**src/hw/rtl/ccpc_pkg.sv**
```systemverilog
package ccpc_pkg;

  // Config register indexes
  localparam logic [1:0] CFG_MODE     = 2'd0;
  localparam logic [1:0] CFG_ROW_SKIP = 2'd1;
  localparam logic [1:0] CFG_COL_SKIP = 2'd2;

  // Mode codes (code 3 acts as check)
  localparam logic [1:0] MODE_CHECK = 2'd0;
  localparam logic [1:0] MODE_BLACK = 2'd1;
  localparam logic [1:0] MODE_WHITE = 2'd2;

  // Pixel class codes
  localparam logic [1:0] CLS_BLACK = 2'd0;
  localparam logic [1:0] CLS_WHITE = 2'd1;
  localparam logic [1:0] CLS_UNCAL = 2'd2;

  localparam logic [9:0] ROW_SKIP_RST = 10'd88;
  localparam logic [9:0] COL_SKIP_RST = 10'd72;

  typedef enum logic [4:0] {
    PH_IDLE   = 5'b00001,
    PH_ROWS   = 5'b00010,
    PH_HHIGH  = 5'b00100,
    PH_COLS   = 5'b01000,
    PH_SAMPLE = 5'b10000
  } phase_t;

  typedef struct packed {
    logic       vsync;
    logic       href;
    logic       pclk;
    logic [7:0] pixel_data;
  } in_t;

  typedef struct packed {
    logic [7:0] pixel_average;
    logic [1:0] pixel_class;
    logic [7:0] threshold_out;
  } out_t;

endpackage

```
**src/hw/rtl/camera_center_pixel_calibrator_unit.sv**
```systemverilog
// Center pixel calibrator. Each transfer on the in_ channel is one snapshot of the
// camera pins (vsync, href, pclk, pixel bus) taken on one system clock; pins are
// edge-detected against the previous transfer. After a vsync falling edge the unit
// skips row_skip href falling edges, waits for href high, skips col_skip pclk
// falling edges, then sums PIXELS pixel samples taken on pclk rising edges and
// emits one result with the floored average. mode selects what the average does:
// check (classify against the threshold; class "not calibrated" while the threshold
// is zero), calibrate black (store as black level) or calibrate white (threshold
// becomes the mean of black and white). Config writes (cfg_ index 0 mode, 1
// row_skip, 2 col_skip) take effect at once; mode is read when a result forms.
// Rate: one input transfer per clock unless stalled. All processing for a snapshot
// happens in the cycle it is taken; a result appears on out_ the next cycle from
// the output register. in_ready drops only while that register holds a result
// not being taken, so the rate holds while the sink keeps up. The average is a
// reciprocal multiply of the sample sum, the one multiplier in the design.
module camera_center_pixel_calibrator_unit #(
  parameter int PIXELS = 5  // samples per measurement, 1..16
) (
  input  logic                clk,
  input  logic                rst_n,

  input  logic                in_valid,
  output logic                in_ready,
  input  ccpc_pkg::in_t       in_data,

  output logic                out_valid,
  input  logic                out_ready,
  output ccpc_pkg::out_t      out_data,

  input  logic                cfg_valid,
  output logic                cfg_ready,
  input  logic [1:0]          cfg_index,
  input  logic [9:0]          cfg_data
);

  // Sum of PIXELS 8-bit samples never exceeds 256*PIXELS
  localparam int SUM_W  = 8 + $clog2(PIXELS);
  localparam int CNT_W  = $clog2(PIXELS + 1);
  // floor(x/PIXELS) == (x*RCP_M) >> RCP_SH, exact for x < 2**SUM_W
  localparam int RCP_SH = SUM_W + $clog2(PIXELS);
  localparam int RCP_M  = ((1 << RCP_SH) + PIXELS - 1) / PIXELS;
  localparam int PROD_W = SUM_W + RCP_SH + 1;

  // Config registers
  logic [1:0] mode_r;
  logic [9:0] row_skip_r;
  logic [9:0] col_skip_r;

  // Measurement state
  ccpc_pkg::phase_t   phase_r, phase_nxt;
  logic [9:0]         row_count_r, row_count_nxt;
  logic [9:0]         col_count_r, col_count_nxt;
  logic [CNT_W-1:0]   sample_count_r, sample_count_nxt;
  logic [SUM_W-1:0]   pixel_sum_r, pixel_sum_nxt;
  logic               prev_vsync_r, prev_href_r, prev_pclk_r;
  logic [7:0]         black_level_r, black_level_nxt;
  logic [7:0]         threshold_r, threshold_nxt;

  // Output register
  logic               out_valid_r;
  ccpc_pkg::out_t     out_data_r;

  logic               in_xfer;
  logic               v_fall, h_fall, p_fall, p_rise;
  logic [9:0]         row_inc, col_inc;
  logic [CNT_W-1:0]   cnt_inc;
  logic [SUM_W-1:0]   sum_add;
  logic [PROD_W-1:0]  avg_prod;
  logic [7:0]         avg;
  logic [8:0]         mid_sum;
  logic               res_fire;
  ccpc_pkg::out_t     res;

  assign cfg_ready = 1'b1;
  // Take a snapshot unless a finished result is stuck at the output
  assign in_ready  = !out_valid_r || out_ready;
  assign in_xfer   = in_valid && in_ready;
  assign out_valid = out_valid_r;
  assign out_data  = out_data_r;

  // Pin edges against the previous snapshot
  assign v_fall = prev_vsync_r && !in_data.vsync;
  assign h_fall = prev_href_r  && !in_data.href;
  assign p_fall = prev_pclk_r  && !in_data.pclk;
  assign p_rise = !prev_pclk_r && in_data.pclk;

  assign row_inc  = row_count_r + 10'd1;
  assign col_inc  = col_count_r + 10'd1;
  assign cnt_inc  = sample_count_r + CNT_W'(1);
  assign sum_add  = pixel_sum_r + SUM_W'(in_data.pixel_data);
  assign avg_prod = PROD_W'(sum_add) * PROD_W'(RCP_M);
  assign avg      = avg_prod[RCP_SH +: 8];
  assign mid_sum  = {1'b0, black_level_r} + {1'b0, avg};

  always_comb begin
    phase_nxt        = phase_r;
    row_count_nxt    = row_count_r;
    col_count_nxt    = col_count_r;
    sample_count_nxt = sample_count_r;
    pixel_sum_nxt    = pixel_sum_r;
    black_level_nxt  = black_level_r;
    threshold_nxt    = threshold_r;
    res_fire         = 1'b0;
    res              = '0;

    case (phase_r)
      ccpc_pkg::PH_IDLE: begin
        if (v_fall) begin
          row_count_nxt = '0;
          phase_nxt = (row_skip_r == 10'd0) ? ccpc_pkg::PH_HHIGH : ccpc_pkg::PH_ROWS;
        end
      end
      ccpc_pkg::PH_ROWS: begin
        if (h_fall) begin
          row_count_nxt = row_inc;
          if (row_inc >= row_skip_r) begin
            phase_nxt = ccpc_pkg::PH_HHIGH;
          end
        end
      end
      ccpc_pkg::PH_HHIGH: begin
        if (in_data.href) begin
          col_count_nxt = '0;
          if (col_skip_r == 10'd0) begin
            sample_count_nxt = '0;
            pixel_sum_nxt    = '0;
            phase_nxt        = ccpc_pkg::PH_SAMPLE;
          end else begin
            phase_nxt = ccpc_pkg::PH_COLS;
          end
        end
      end
      ccpc_pkg::PH_COLS: begin
        if (p_fall) begin
          col_count_nxt = col_inc;
          if (col_inc >= col_skip_r) begin
            sample_count_nxt = '0;
            pixel_sum_nxt    = '0;
            phase_nxt        = ccpc_pkg::PH_SAMPLE;
          end
        end
      end
      ccpc_pkg::PH_SAMPLE: begin
        if (p_rise) begin
          pixel_sum_nxt    = sum_add;
          sample_count_nxt = cnt_inc;
          if (cnt_inc >= CNT_W'(PIXELS)) begin
            res_fire          = 1'b1;
            phase_nxt         = ccpc_pkg::PH_IDLE;
            res.pixel_average = avg;
            res.pixel_class   = ccpc_pkg::CLS_BLACK;
            case (mode_r)
              ccpc_pkg::MODE_BLACK: begin
                black_level_nxt = avg;
              end
              ccpc_pkg::MODE_WHITE: begin
                threshold_nxt = mid_sum[8:1];
              end
              default: begin
                if (threshold_r == 8'd0) begin
                  res.pixel_class = ccpc_pkg::CLS_UNCAL;
                end else if (avg > threshold_r) begin
                  res.pixel_class = ccpc_pkg::CLS_WHITE;
                end
              end
            endcase
            res.threshold_out = threshold_nxt;
          end
        end
      end
      default: begin
        phase_nxt = ccpc_pkg::PH_IDLE;
      end
    endcase
  end

  // Config writes
  always_ff @(posedge clk) begin
    if (!rst_n) begin
      mode_r     <= ccpc_pkg::MODE_CHECK;
      row_skip_r <= ccpc_pkg::ROW_SKIP_RST;
      col_skip_r <= ccpc_pkg::COL_SKIP_RST;
    end else if (cfg_valid && cfg_ready) begin
      case (cfg_index)
        ccpc_pkg::CFG_MODE:     mode_r     <= cfg_data[1:0];
        ccpc_pkg::CFG_ROW_SKIP: row_skip_r <= cfg_data;
        ccpc_pkg::CFG_COL_SKIP: col_skip_r <= cfg_data;
        default: ;
      endcase
    end
  end

  // State advances once per accepted snapshot
  always_ff @(posedge clk) begin
    if (!rst_n) begin
      phase_r        <= ccpc_pkg::PH_IDLE;
      row_count_r    <= '0;
      col_count_r    <= '0;
      sample_count_r <= '0;
      pixel_sum_r    <= '0;
      prev_vsync_r   <= 1'b0;
      prev_href_r    <= 1'b0;
      prev_pclk_r    <= 1'b0;
      black_level_r  <= '0;
      threshold_r    <= '0;
    end else if (in_xfer) begin
      phase_r        <= phase_nxt;
      row_count_r    <= row_count_nxt;
      col_count_r    <= col_count_nxt;
      sample_count_r <= sample_count_nxt;
      pixel_sum_r    <= pixel_sum_nxt;
      prev_vsync_r   <= in_data.vsync;
      prev_href_r    <= in_data.href;
      prev_pclk_r    <= in_data.pclk;
      black_level_r  <= black_level_nxt;
      threshold_r    <= threshold_nxt;
    end
  end

  // Result register
  always_ff @(posedge clk) begin
    if (!rst_n) begin
      out_valid_r <= 1'b0;
    end else if (in_xfer && res_fire) begin
      out_valid_r <= 1'b1;
    end else if (out_ready) begin
      out_valid_r <= 1'b0;
    end
  end

  always_ff @(posedge clk) begin
    if (in_xfer && res_fire) begin
      out_data_r <= res;
    end
  end

endmodule

```
**config.mk**
```make
export PLATFORM = sky130hd
export DESIGN_NAME = camera_center_pixel_calibrator_unit
export DESIGN_NICKNAME = d
export VERILOG_FILES = /design/src/hw/rtl/ccpc_pkg.sv /design/src/hw/rtl/camera_center_pixel_calibrator_unit.sv
export SDC_FILE = /design/constraint.sdc
export NUM_CORES = 1
export LEC_CHECK = 0
export ABC_AREA = 1
export ABC_CLOCK_PERIOD_IN_PS = 8700
export BUFFER_PORTS_ARGS = -buffer_cell sky130_fd_sc_hd__buf_4
export CORE_MARGIN = 2
export CORE_UTILIZATION = 35
export DETAILED_ROUTE_END_ITERATION = 12
export GPL_TIMING_DRIVEN = 0
export PLACE_DENSITY_LB_ADDON = 0.05
export RECOVER_POWER = 100
export SYNTH_ARGS = -nofsm -noshare
export SYNTH_HDL_FRONTEND = slang
export SYNTH_SLANG_ARGS = --single-unit
export TNS_END_PERCENT = 20
```
**constraint.sdc**
```tcl
create_clock -name clk -period 8.7 [get_ports clk]
set_clock_uncertainty 0.05 [all_clocks]
set_input_delay 1.74 -clock clk [delete_from_list [all_inputs] [get_ports clk]]
set_output_delay 1.74 -clock clk [all_outputs]
set_load 0.005 [all_outputs]
```
=== Yosys cells after proc, flatten, opt, wreduce, memory -nomap -nowiden ===
Cells that the tools add are included.

* $add $sub $neg: 5
* Multiply operators: 1
* Magnitude comparators: 4
* Eq/ne operators: 18
* Mux-type cells: 37
* Bitwise logic cells: 3
* Reduce and logical (&&, ||, !) cells: 32

{| class="wikitable"
|+ Operators by type and width
! cell !! count
|-
| 11-bit two-way mux || 5
|-
| 5-bit two-way mux || 9
|-
| 10-bit two-way mux || 4
|-
| 10-bit case mux with 2 select lines || 2
|-
| 11-bit case mux with 3 select lines || 1
|-
| 5-bit case mux with 5 select lines || 1
|-
| 11-bit by 12-bit multiplier with 22-bit output (second input constant) || 1
|-
| 10-bit by 1-bit adder with 10-bit output (second input constant) || 2
|-
| 10-bit greater-or-equal comparator || 2
|-
| 10-bit zero test || 2
|-
| 3-bit two-way mux || 6
|-
| 2-bit inequality test (second input constant) || 9
|-
| 4-bit AND reduction || 3
|-
| 11-bit by 8-bit adder with 11-bit output || 1
|-
| 8-bit by 8-bit adder with 9-bit output || 1
|-
| 3-bit case mux with 3 select lines || 1
|-
| 9-bit AND reduction || 1
|-
| 8-bit greater-than comparator || 1
|-
| 8-bit zero test || 1
|-
| 8-bit two-way mux || 1
|-
| 7-bit AND reduction || 1
|-
| 1-bit logical AND || 6
|-
| 1-bit two-way mux || 6
|-
| 2-bit AND reduction || 3
|-
| other kinds (20) || 30
|}

* Register bits after elaboration: 99
* Input port bits: 28
* Output and inout bits: 21
* Logic and storage cells: 118

=== Longest topological paths before layout ===
Gate-level depths: netlist of run 1.

* Depth after elaboration: 7
* Depth in mapped cells: 45
* Mapped depth without buffers: 45

=== Least setup slack after synthesis of run 1 ===
Ideal clock, no wire load.

* Path kind: input port to flip-flop
* From: in in_data[0] in the netlist's numbering
* To: reg out_data_r (netlist bit out_data[7]), data pin
* Setup time: 0.266 ns
* Data arrival time: 8.171 ns
* Required time: 8.384 ns
* Slack: 0.213 ns
* Stages: 37
* Buffers on the path: 0
* Path through: ha_1 inv_1 fa_1 o31ai_2 nand4_1 o311ai_1 nand3_1 xnor2_1 ha_1 inv_1 fa_1 inv_1 fa_1 fa_1 fa_1 inv_1 ha_1 nand2_1 inv_1 nand2_1 nand2_1 a21oi_1 nand2_1 nand2_1 nand2_1 xor2_1 fa_1 a21oi_1 o21bai_1 nand2_1 nand2_1 a21oi_1 nor2_1 o21ai_0 a22oi_1 inv_1 nor2_1

* Word-level cells in the longest chain between the ends: 4

{| class="wikitable"
|+ RTL lines
! item !! RTL line !! text
|-
| start: declaration || camera_center_pixel_calibrator_unit.sv:24 || <nowiki>input ccpc_pkg::in_t in_data,</nowiki>
|-
| 11-bit by 8-bit adder with 11-bit output || camera_center_pixel_calibrator_unit.sv:90 || <nowiki>assign sum_add = pixel_sum_r + SUM_W'(in_data.pixel_data);</nowiki>
|-
| 11-bit by 12-bit multiplier with 22-bit output || camera_center_pixel_calibrator_unit.sv:91 || <nowiki>assign avg_prod = PROD_W'(sum_add) * PROD_W'(RCP_M);</nowiki>
|-
| via avg[1] || camera_center_pixel_calibrator_unit.sv:69 || <nowiki>logic [7:0] avg;</nowiki>
|-
| 8-bit by 8-bit adder with 9-bit output || camera_center_pixel_calibrator_unit.sv:93 || <nowiki>assign mid_sum = {1'b0, black_level_r} + {1'b0, avg};</nowiki>
|-
| 8-bit two-way mux || camera_center_pixel_calibrator_unit.sv:152 || <nowiki>case (mode_r)</nowiki>
|-
| end signal: assignment || camera_center_pixel_calibrator_unit.sv:233 || <nowiki>out_data_r <= res;</nowiki>
|-
| end: declaration || camera_center_pixel_calibrator_unit.sv:61 || <nowiki>ccpc_pkg::out_t out_data_r;</nowiki>
|}

The timed path passes the listed nets, and every way through them passes these cells.
A chain may end at the register's enable or synchronous reset.

=== Worst setup path after layout of run 1 ===
* From: in in_data[0] in the netlist's numbering
* To: reg threshold_r[6]

* Word-level cells in the longest chain between the ends: 4

{| class="wikitable"
|+ RTL lines
! item !! RTL line !! text
|-
| 11-bit by 8-bit adder with 11-bit output || camera_center_pixel_calibrator_unit.sv:90 ||
|-
| 11-bit by 12-bit multiplier with 22-bit output || camera_center_pixel_calibrator_unit.sv:91 ||
|-
| via avg[5] || camera_center_pixel_calibrator_unit.sv:69 ||
|-
| 8-bit by 8-bit adder with 9-bit output || camera_center_pixel_calibrator_unit.sv:93 ||
|-
| 8-bit two-way mux || camera_center_pixel_calibrator_unit.sv:152 ||
|-
| end signal: assignment || camera_center_pixel_calibrator_unit.sv:216 || <nowiki>threshold_r <= threshold_nxt;</nowiki>
|-
| end: declaration || camera_center_pixel_calibrator_unit.sv:57 || <nowiki>logic [7:0] threshold_r, threshold_nxt;</nowiki>
|}

The timed path passes the listed nets, and every way through them passes these cells.

==> results.yml, run 1 <==
power_and_ir_drop:
  p_clk_frac: 0.259
  p_per_area_mw_per_mm2: 179
  p_total_uw: 1640
  switching_power_uw: 649
  p_leak_uw: 0.00436
  switching_share: 0.396
  ir_drop_v: 0.0000738
  intPower_uw: 990
  p_comb_frac: 0.435
  p_seq_frac: 0.305
grt:
  grt_max_degree: 28
  met3_usage: 0.0271
  grt_pass1_vias: 6217
  grt_use_total: 0.167
  grt_pass1_wl_um: 31600
  grt_remaining_overflow: 0
  top_usage_layer: "met2"
  antenna_found_initial: 0
  use_met1: 0.239
  grtUsageMet2: 0.261
placed_design:
  dp.cells: 1323
  finalWeightedCongestion: 0.806
  post-dp-hpwl_um: 15400
  placed_area_sq_mm: 0.00854
  io_buffer_count: 46
  preCtsSetupSlack_ps: -800
yosys:
  synth_area_leaders: "dfxtp_1, ha_1, inv_1"
  yosys-top-cells-count: "inv_1, nand2_1, ha_1"
  synth_most_common_cell: "inv_1"
  ys_seq_elements: 99
  syn_area_per_cell_sq_um: 7.87
  ys_seq_area_frac: 0.275
  yosysTopAreaCellShare: 0.207
  synth_edf_count: 18
  synthCells: 997
  yosysWarnings: 0
  yosysUniqueCellTypes: 57
  synth_area_sq_mm: 0.00785
  synthesis.nets: 1169
  ys.flop_type: "dfxtp_1"
  synthArstFlopShare: 0
  yosys.area.top_type: "dfxtp_1"
worst_hold_path:
  hold_class: "flop to flop"
  hold_start: "threshold_r[2]"
  worstHoldEndpoint: "threshold_r[2]"
  holdPathStages: 2
worst_setup_path:
  cp-end-kind: "flop"
  rrSetupSlack_ps: 1430
  path_delay_family: "adder cells"
  r2r_start: "pixel_sum_r[0]"
  slowest_delay_ps: 540
  cp_max_fo: 3
  reg2reg_depth: 39
  critPathSlowestCell: "fa_1"
  critPathBufInv: 9
  worstPathArrival_ps: 8580
  crit_type: "input pin to flop"
  required_ps: 8910
  r2r-end: "threshold_r[6]"
  start_kind: "input pin"
  cpMostUsedCell: "nand2_1"
drt:
  first_iter_violations: 236
  routedWlPerCell_um: 14.2
  totalWireLength_um: 19100
  antenna_left: 0
  viasPerCell: 4.73
  via_count: 6388
  drc_errors: 0
  drt_pre_antenna_iters: 4
timing:
  setup_viol: 0
  fin_crit_sh: 0.962
  final_max_slew_viol_count: 0
  timing.fmax_ghz: 0.119
  tightest_slew_ps: 1350
  period_minus_slack_ps: 8370
  finalHoldViolCount: 0
  fin_setup_tns_ps: 0
  finalWorstSetupSlack_ps: 331
  relSlewSlack: 0.0990
layout:
  nNetsFinal: 1237
  antenna_cells: 0
  syn_to_final_growth_pct: 16.5
  drive_above_1_share: 0.130
  fin_area_sq_mm: 0.00915
  instances_no_fill: 1350
clocking:
  cts_buffers: 9
  cts-root-buf: "clkbuf_16"
  htreeDepth: 3
  clk_pin_slew_ps: 70
  clock-sinks: 99
  cts_tree: "built"
  clk_path_buf_depth: 2
  clkLatencyLatePin_ps: 360
floorplanning:
  ioPinCount: 49
  rows: 54
  initial_utilization: 0.359
  die_area_sq_mm: 0.0236
  fp.coreArea_sq_mm: 0.0219
  die_x_um: 154
  die_height_um: 154
run_status:
  status: "completed"
job:
  drv_cap: 0
[layout by cell type (no fill, tap or decap), types with 7 or more instances in the layout]
cell | synthesis | final
clkbuf_16 | 0 | 9
nor3_1 | 8 | 8
xnor2_1 | 10 | 9
o211ai_1 | 8 | 8
inv_1 | 189 | 188
clkbuf_4 | 0 | 22
ha_1 | 111 | 104
dfxtp_1 | 81 | 81
edfxtp_1 | 18 | 18
clkbuf_1 | 13 | 19
nand4_1 | 13 | 13
a21oi_2 | 1 | 7
nor4_1 | 7 | 7
o21ai_0 | 40 | 38
xor2_1 | 23 | 18
buf_4 | 1 | 34
a21oi_1 | 106 | 100
fa_1 | 33 | 30
nand3_1 | 38 | 36
nor2_1 | 54 | 56
nand2_1 | 169 | 165
inv_2 | 12 | 12
ha_4 | 0 | 7
nand2_2 | 4 | 7
[metal layers]
| layer | vias to the layer above | wire (um) |
|---|---|---|
| met3 | 20 | 591 |
| met4 | 0 | 284 |
| met1 | 2915 | 9810 |
| met2 | 87 | 8450 |
| met5 | - | 0 |
| li1 | 3366 | - |
[logic make-up (layout without fill, tap and decap cells)]
logic type                 Yosys count  count (layout)  synth area share
and+or+nand+nor                    310             310             0.179
other                                1               1          0.000478
buffers and inverters              224             297             0.111
xor gates and xnor gates            34              34            0.0389
AOI/OAI and AO/OA                  185             185             0.134
adders and majority gates          144             144             0.261
DFF                                 99              99             0.275
[state kept, by name, indices dropped and copies added, names as in the netlist]
signal          flops
prev_href_r         1
phase_r             5
prev_pclk_r         1
out_data           18
row_count_r        10
sample_count_r      3
row_skip_r         10
col_count_r        10
prev_vsync_r        1
black_level_r       8
out_valid           1
pixel_sum_r        11
threshold_r         8
col_skip_r         10
mode_r              2
[worst min-delay path, delay by kind of cell, from the launching register on]
family	cells	cell delay, ps
AOI/OAI and AO/OA	1	50
DFF	1	310
and+or+nand+nor	1	60
[cell type report]
class                           instances  area (sq um)
Fill cell                            2277         12700
Clock inverter                          7          86.3
Buffer                                 20          91.3
Clock buffer                            9           225
Inverter                              204           768
Timing Repair Buffer                   57           420
Sequential cell                        99          2160
Multi-Input combinational cell        674          5040
Tap cell                              280           350
[how the worst max path moves through the flow]
stage               startpoint        endpoint  slack (ps)  depth (start not counted)
floorplan           in_data[0]     out_data[7]         210                         37
global placement    in_data[0]     out_data[7]        -830                         37
detailed placement  in_data[0]     out_data[7]        -800                         40
CTS                 in_data[2]     out_data[7]          30                         38
global route        in_data[0]     out_data[7]         -30                         40
finish              in_data[0]  threshold_r[6]         330                         40
[power groups by stage]
stage	Sequential, uW	Combinational, uW	Clock, uW
3_3_place_gp	511	633	0
3_5_place_dp	511	630	0
5_1_grt	503	817	461
4_1_cts	500	665	442
6_report	500	714	425
2_1_floorplan	507	471	0
[per-stage QoR]
stage           util  hold slack (ps)
2_1_floorplan      -              372
3_3_place_gp   0.390              392
5_1_grt        0.418              426
6_report       0.418              418
4_1_cts        0.408              417
3_5_place_dp   0.390              406
[timing repair]
| action | 4_1_cts | 5_1_grt |
|---|---|---|
| resized for setup | 6 | 43 |
| endpoints found under the setup margin | 12 | 15 |
| hold buffers | 0 | 0 |
| setup buffers | 7 | 4 |
| pin swaps | 5 | 22 |
| endpoints found under the hold margin | 0 | 0 |
(Power assumes the default switching activity.)
==> run 2: changes to the inputs <==
--- a/config.mk
+++ b/config.mk
@@ -11,7 +11,9 @@
 export CORE_MARGIN = 2
 export CORE_UTILIZATION = 35
 export DETAILED_ROUTE_END_ITERATION = 12
+export GPL_ROUTABILITY_DRIVEN = 0
 export GPL_TIMING_DRIVEN = 0
+export MAX_ROUTING_LAYER = met4
 export PLACE_DENSITY_LB_ADDON = 0.05
 export RECOVER_POWER = 100
 export SYNTH_ARGS = -nofsm -noshare
==> run 2 against run 1 <==
Against the previous run: setup slack better by 1.6 ps; design area did not move; largest power group unchanged; clock power is essentially flat; core utilization unchanged.
==> results.yml, run 2 (synthesis results as in run 1) <==
grt:
  antenna_found_initial: 0
  grt_pass1_wl_um: 31600
  grt_remaining_overflow: 0
  grt_pass1_vias: 6208
  grt_max_degree: 28
  grt_use_total: 0.172
drt:
  viasPerCell: 4.72
  antenna_left: 0
  totalWireLength_um: 19200
  via_count: 6367
  drt_pre_antenna_iters: 5
  first_iter_violations: 234
  routedWlPerCell_um: 14.2
  drc_errors: 0
layout:
  final_cell_mix: "inv_1, nand2_1, ha_1, a21oi_1, dfxtp_1"
  antenna_cells: 0
  drive_above_1_share: 0.130
  fin_area_sq_mm: 0.00915
  largest_reg_flops: 18
  nNetsFinal: 1237
  layout_commonest_cell: "inv_1"
  syn_to_final_growth_pct: 16.5
  final_util: 0.418
power_and_ir_drop:
  p_per_area_mw_per_mm2: 179
  p_leak_uw: 0.00436
  p_total_uw: 1640
  ir_drop_v: 0.0000742
worst_setup_path:
  start_kind: "input pin"
  required_ps: 8740
  cp-end-kind: "flop"
  slowest_delay_ps: 540
  cp_max_fo: 3
  critPathSlowestCell: "fa_1"
  crit_type: "input pin to flop"
  worstPathArrival_ps: 8410
  cpMostUsedCell: "nand2_1"
placed_design:
  io_buffer_count: 46
  post-dp-hpwl_um: 15400
  placed_area_sq_mm: 0.00854
clocking:
  clock-sinks: 99
  clk_pin_slew_ps: 70
  cts_tree: "built"
  htreeDepth: 3
  clk_path_buf_depth: 2
  cts-root-buf: "clkbuf_16"
  cts_buffers: 9
  clkLatencyLatePin_ps: 360
floorplanning:
  ioPinCount: 49
  die_height_um: 154
  initial_utilization: 0.359
  die_x_um: 154
  fp.coreArea_sq_mm: 0.0219
  rows: 54
  die_area_sq_mm: 0.0236
timing:
  fin_crit_sh: 0.962
  setup_viol: 0
  period_minus_slack_ps: 8370
  final_max_slew_viol_count: 0
  finalHoldViolCount: 0
  relSlewSlack: 0.0921
  timing.fmax_ghz: 0.120
  tightest_slew_ps: 1360
job:
  drv_cap: 0
run_status:
  status: "completed"
worst_hold_path:
  hold_class: "flop to flop"
## run 2: cell counts in the layout (fill, tap and decap cells not counted)
Identical to the previous run, type by type.
## run 2: routing by layer
metal  global-route usage  vias to the layer above  routed length [um]
met5                    -                        -                   0
met4               0.0446                        0                 310
met3               0.0265                       25                 571
met2                0.260                       73                8430
met1                0.240                     2901                9840
li1                     -                     3368                   -
## run 2: path summary, 6_finish.rpt
check                      start              to  slack [ps]  cells after the start
setup reg to reg  pixel_sum_r[0]     out_data[6]        1430                     37
hold reg to reg   threshold_r[2]  threshold_r[2]         420                      2
hold / removal    threshold_r[2]  threshold_r[2]         420                      2
setup / recovery      in_data[0]     out_data[6]         330                     38
## run 2: cell type report
type | instances | area (sq um)
Tap cell | 280 | 350
Timing Repair Buffer | 57 | 420
Clock buffer | 9 | 225
Inverter | 204 | 768
Buffer | 20 | 91.3
Sequential cell | 99 | 2160
Fill cell | 2277 | 12700
Clock inverter | 7 | 86.3
Multi-Input combinational cell | 674 | 5040
## run 2: worst max-delay path: cells and delay by family
kind	cells	cell delay, ps
compound gates	5	700
xor+xnor	2	490
fa+ha+maj	9	3380
buf+inv	8	590
simple gates	14	1470
## run 2: repair_timing
item,4_1_cts,5_1_grt
endpoints found under the setup margin,12,15
buffers inserted,7,4
hold buffers,0,0
gates resized for setup,6,43
pin swaps,5,22
## run 2: metrics by stage
stage | hold WS, ps | setup TNS [ps] | cells | setup slack [ps]
floorplan | 372 | 0 | 997 | 213
global placement | 392 | -8820 | 1323 | -833
detailed placement | 406 | -8290 | 1323 | -800
CTS | 417 | 0 | 1346 | 35.0
global route | 426 | -78.0 | 1350 | -29.7
finish | 418 | 0 | 1350 | 333
## run 2: power by group
group / internal [uW] / switching (uW) / total, uW
clock network: 228 / 197 / 426
registers: 482 / 17.9 / 500
logic: 279 / 434 / 713
==> run 3: changes to the inputs <==
==> constraint.sdc (replaced) <==
create_clock -name clk -period 8.7 [get_ports clk]
set_clock_uncertainty 0.05 [all_clocks]
set_input_delay 1.74 -clock clk [delete_from_list [all_inputs] [get_ports clk]]
set_output_delay 1.74 -clock clk [all_outputs]
set_load 0.05 [all_outputs]
==> run 3 against run 2 <==
Against the previous run: first-iteration DRC count fell by 3.0%; non-clock buffer count did not move; combinational power is essentially flat; power barely moved; clock-buffer cell count is the same; sequential share of layout area increased by 0.20 points; maximum frequency barely moved; setup slack worse by 0.85 ps.
==> results.yml, run 3 (synthesis results as in run 1) <==
floorplanning:
  ioPinCount: 49
  initial_utilization: 0.359
  die_height_um: 154
  die_x_um: 154
  rows: 54
  fp.coreArea_sq_mm: 0.0219
  die_area_sq_mm: 0.0236
timing:
  fin_setup_tns_ps: 0
  finalHoldViolCount: 0
  setup_viol: 0
  fin_crit_sh: 0.962
  timing.fmax_ghz: 0.119
  hold_ws_ps: 418
  relSlewSlack: 0.0985
  tightest_slew_ps: 1350
  final_max_slew_viol_count: 0
  period_minus_slack_ps: 8370
worst_setup_path:
  required_ps: 8910
  start_kind: "input pin"
  slowest_delay_ps: 540
  worstPathArrival_ps: 8580
  critPathSlowestCell: "fa_1"
  crit_type: "input pin to flop"
  cp-end-kind: "flop"
  cpMostUsedCell: "nand2_1"
  cp_max_fo: 3
drt:
  routedWlPerCell_um: 14.2
  totalWireLength_um: 19200
  via_count: 6378
  antenna_left: 0
  drc_errors: 0
  first_iter_violations: 227
  viasPerCell: 4.72
  drt_pre_antenna_iters: 5
layout:
  layout_commonest_cell: "inv_1"
  drive_above_1_share: 0.111
  antenna_cells: 0
  instances_no_fill: 1350
  nNetsFinal: 1237
  syn_to_final_growth_pct: 15.6
  final_cell_mix: "inv_1, nand2_1, ha_1, a21oi_1, dfxtp_1"
  largest_reg_flops: 18
grt:
  grt_pass1_vias: 6208
  antenna_found_initial: 0
  grt_remaining_overflow: 0
  grt_use_total: 0.172
  grt_pass1_wl_um: 31600
  grt_max_degree: 28
run_status:
  status: "completed"
placed_design:
  io_buffer_count: 46
  post-dp-hpwl_um: 15400
  dp.cells: 1323
clocking:
  clk_path_buf_depth: 2
  cts_tree: "built"
  clkLatencyLatePin_ps: 360
  cts_hold_buf: 0
  clock-sinks: 99
  cts_buffers: 9
  clk_pin_slew_ps: 70
  cts-root-buf: "clkbuf_16"
  htreeDepth: 3
power_and_ir_drop:
  ir_drop_v: 0.0000738
  p_leak_uw: 0.00428
  p_per_area_mw_per_mm2: 181
worst_hold_path:
  hold_class: "flop to flop"
job:
  drv_cap: 0
-- run 3: per-stage QoR --
step	util	area (sq um)	total power, uW	worst slack (ps)
3_5_place_dp	0.390	8540	1140	-800
5_1_grt	0.414	9070	1780	-29.7
2_1_floorplan	-	7850	979	213
6_report	0.414	9070	1640	332
4_1_cts	0.408	8940	1610	35.0
3_3_place_gp	0.390	8540	1140	-833
-- run 3: final timing paths --
path                       start        endpoint  slack (ps)  cells after the start
setup reg to reg  pixel_sum_r[0]  threshold_r[6]        1430                     39
setup / recovery      in_data[0]  threshold_r[6]         330                     40
hold reg to reg   threshold_r[2]  threshold_r[2]         420                      2
hold / removal    threshold_r[2]  threshold_r[2]         420                      2
-- run 3: area by class of cell --
type,instances,area (sq um)
Fill cell,2287,12800
Multi-Input combinational cell,674,5040
Sequential cell,99,2160
Inverter,204,768
Tap cell,280,350
Timing Repair Buffer,57,345
Clock buffer,9,225
Buffer,20,91.3
Clock inverter,7,86.3
-- run 3: critical path: cells and delay by family --
kind | cells | cell delay, ps
xor gates and xnor gates | 2 | 490
buffers and inverters | 9 | 630
and+or+nand+nor | 16 | 1660
adders and majority gates | 9 | 3380
AOI/OAI and AO/OA | 4 | 640
-- run 3: layer usage --
layer	GRT usage	vias up	share of wire
met4	0.0446	0	0.014
met5	-	-	0
li1	-	3369	-
met2	0.260	83	0.44
met3	0.0265	19	0.034
met1	0.240	2907	0.51
-- run 3: timing repair --
item,CTS,global route
pin swaps,5,22
resized for setup,6,43
setup buffers,7,4
cloned,0,0
setup endpoints to repair,12,15
-- run 3: power by group --
| group | switching (uW) | leakage (uW) | internal [uW] |
|---|---|---|---|
| sequential | 17.8 | 0.000866 | 482 |
| clock | 197 | 0.000148 | 228 |
| combinational | 435 | 0.00327 | 279 |
| total | 650 | 0.00428 | 990 |
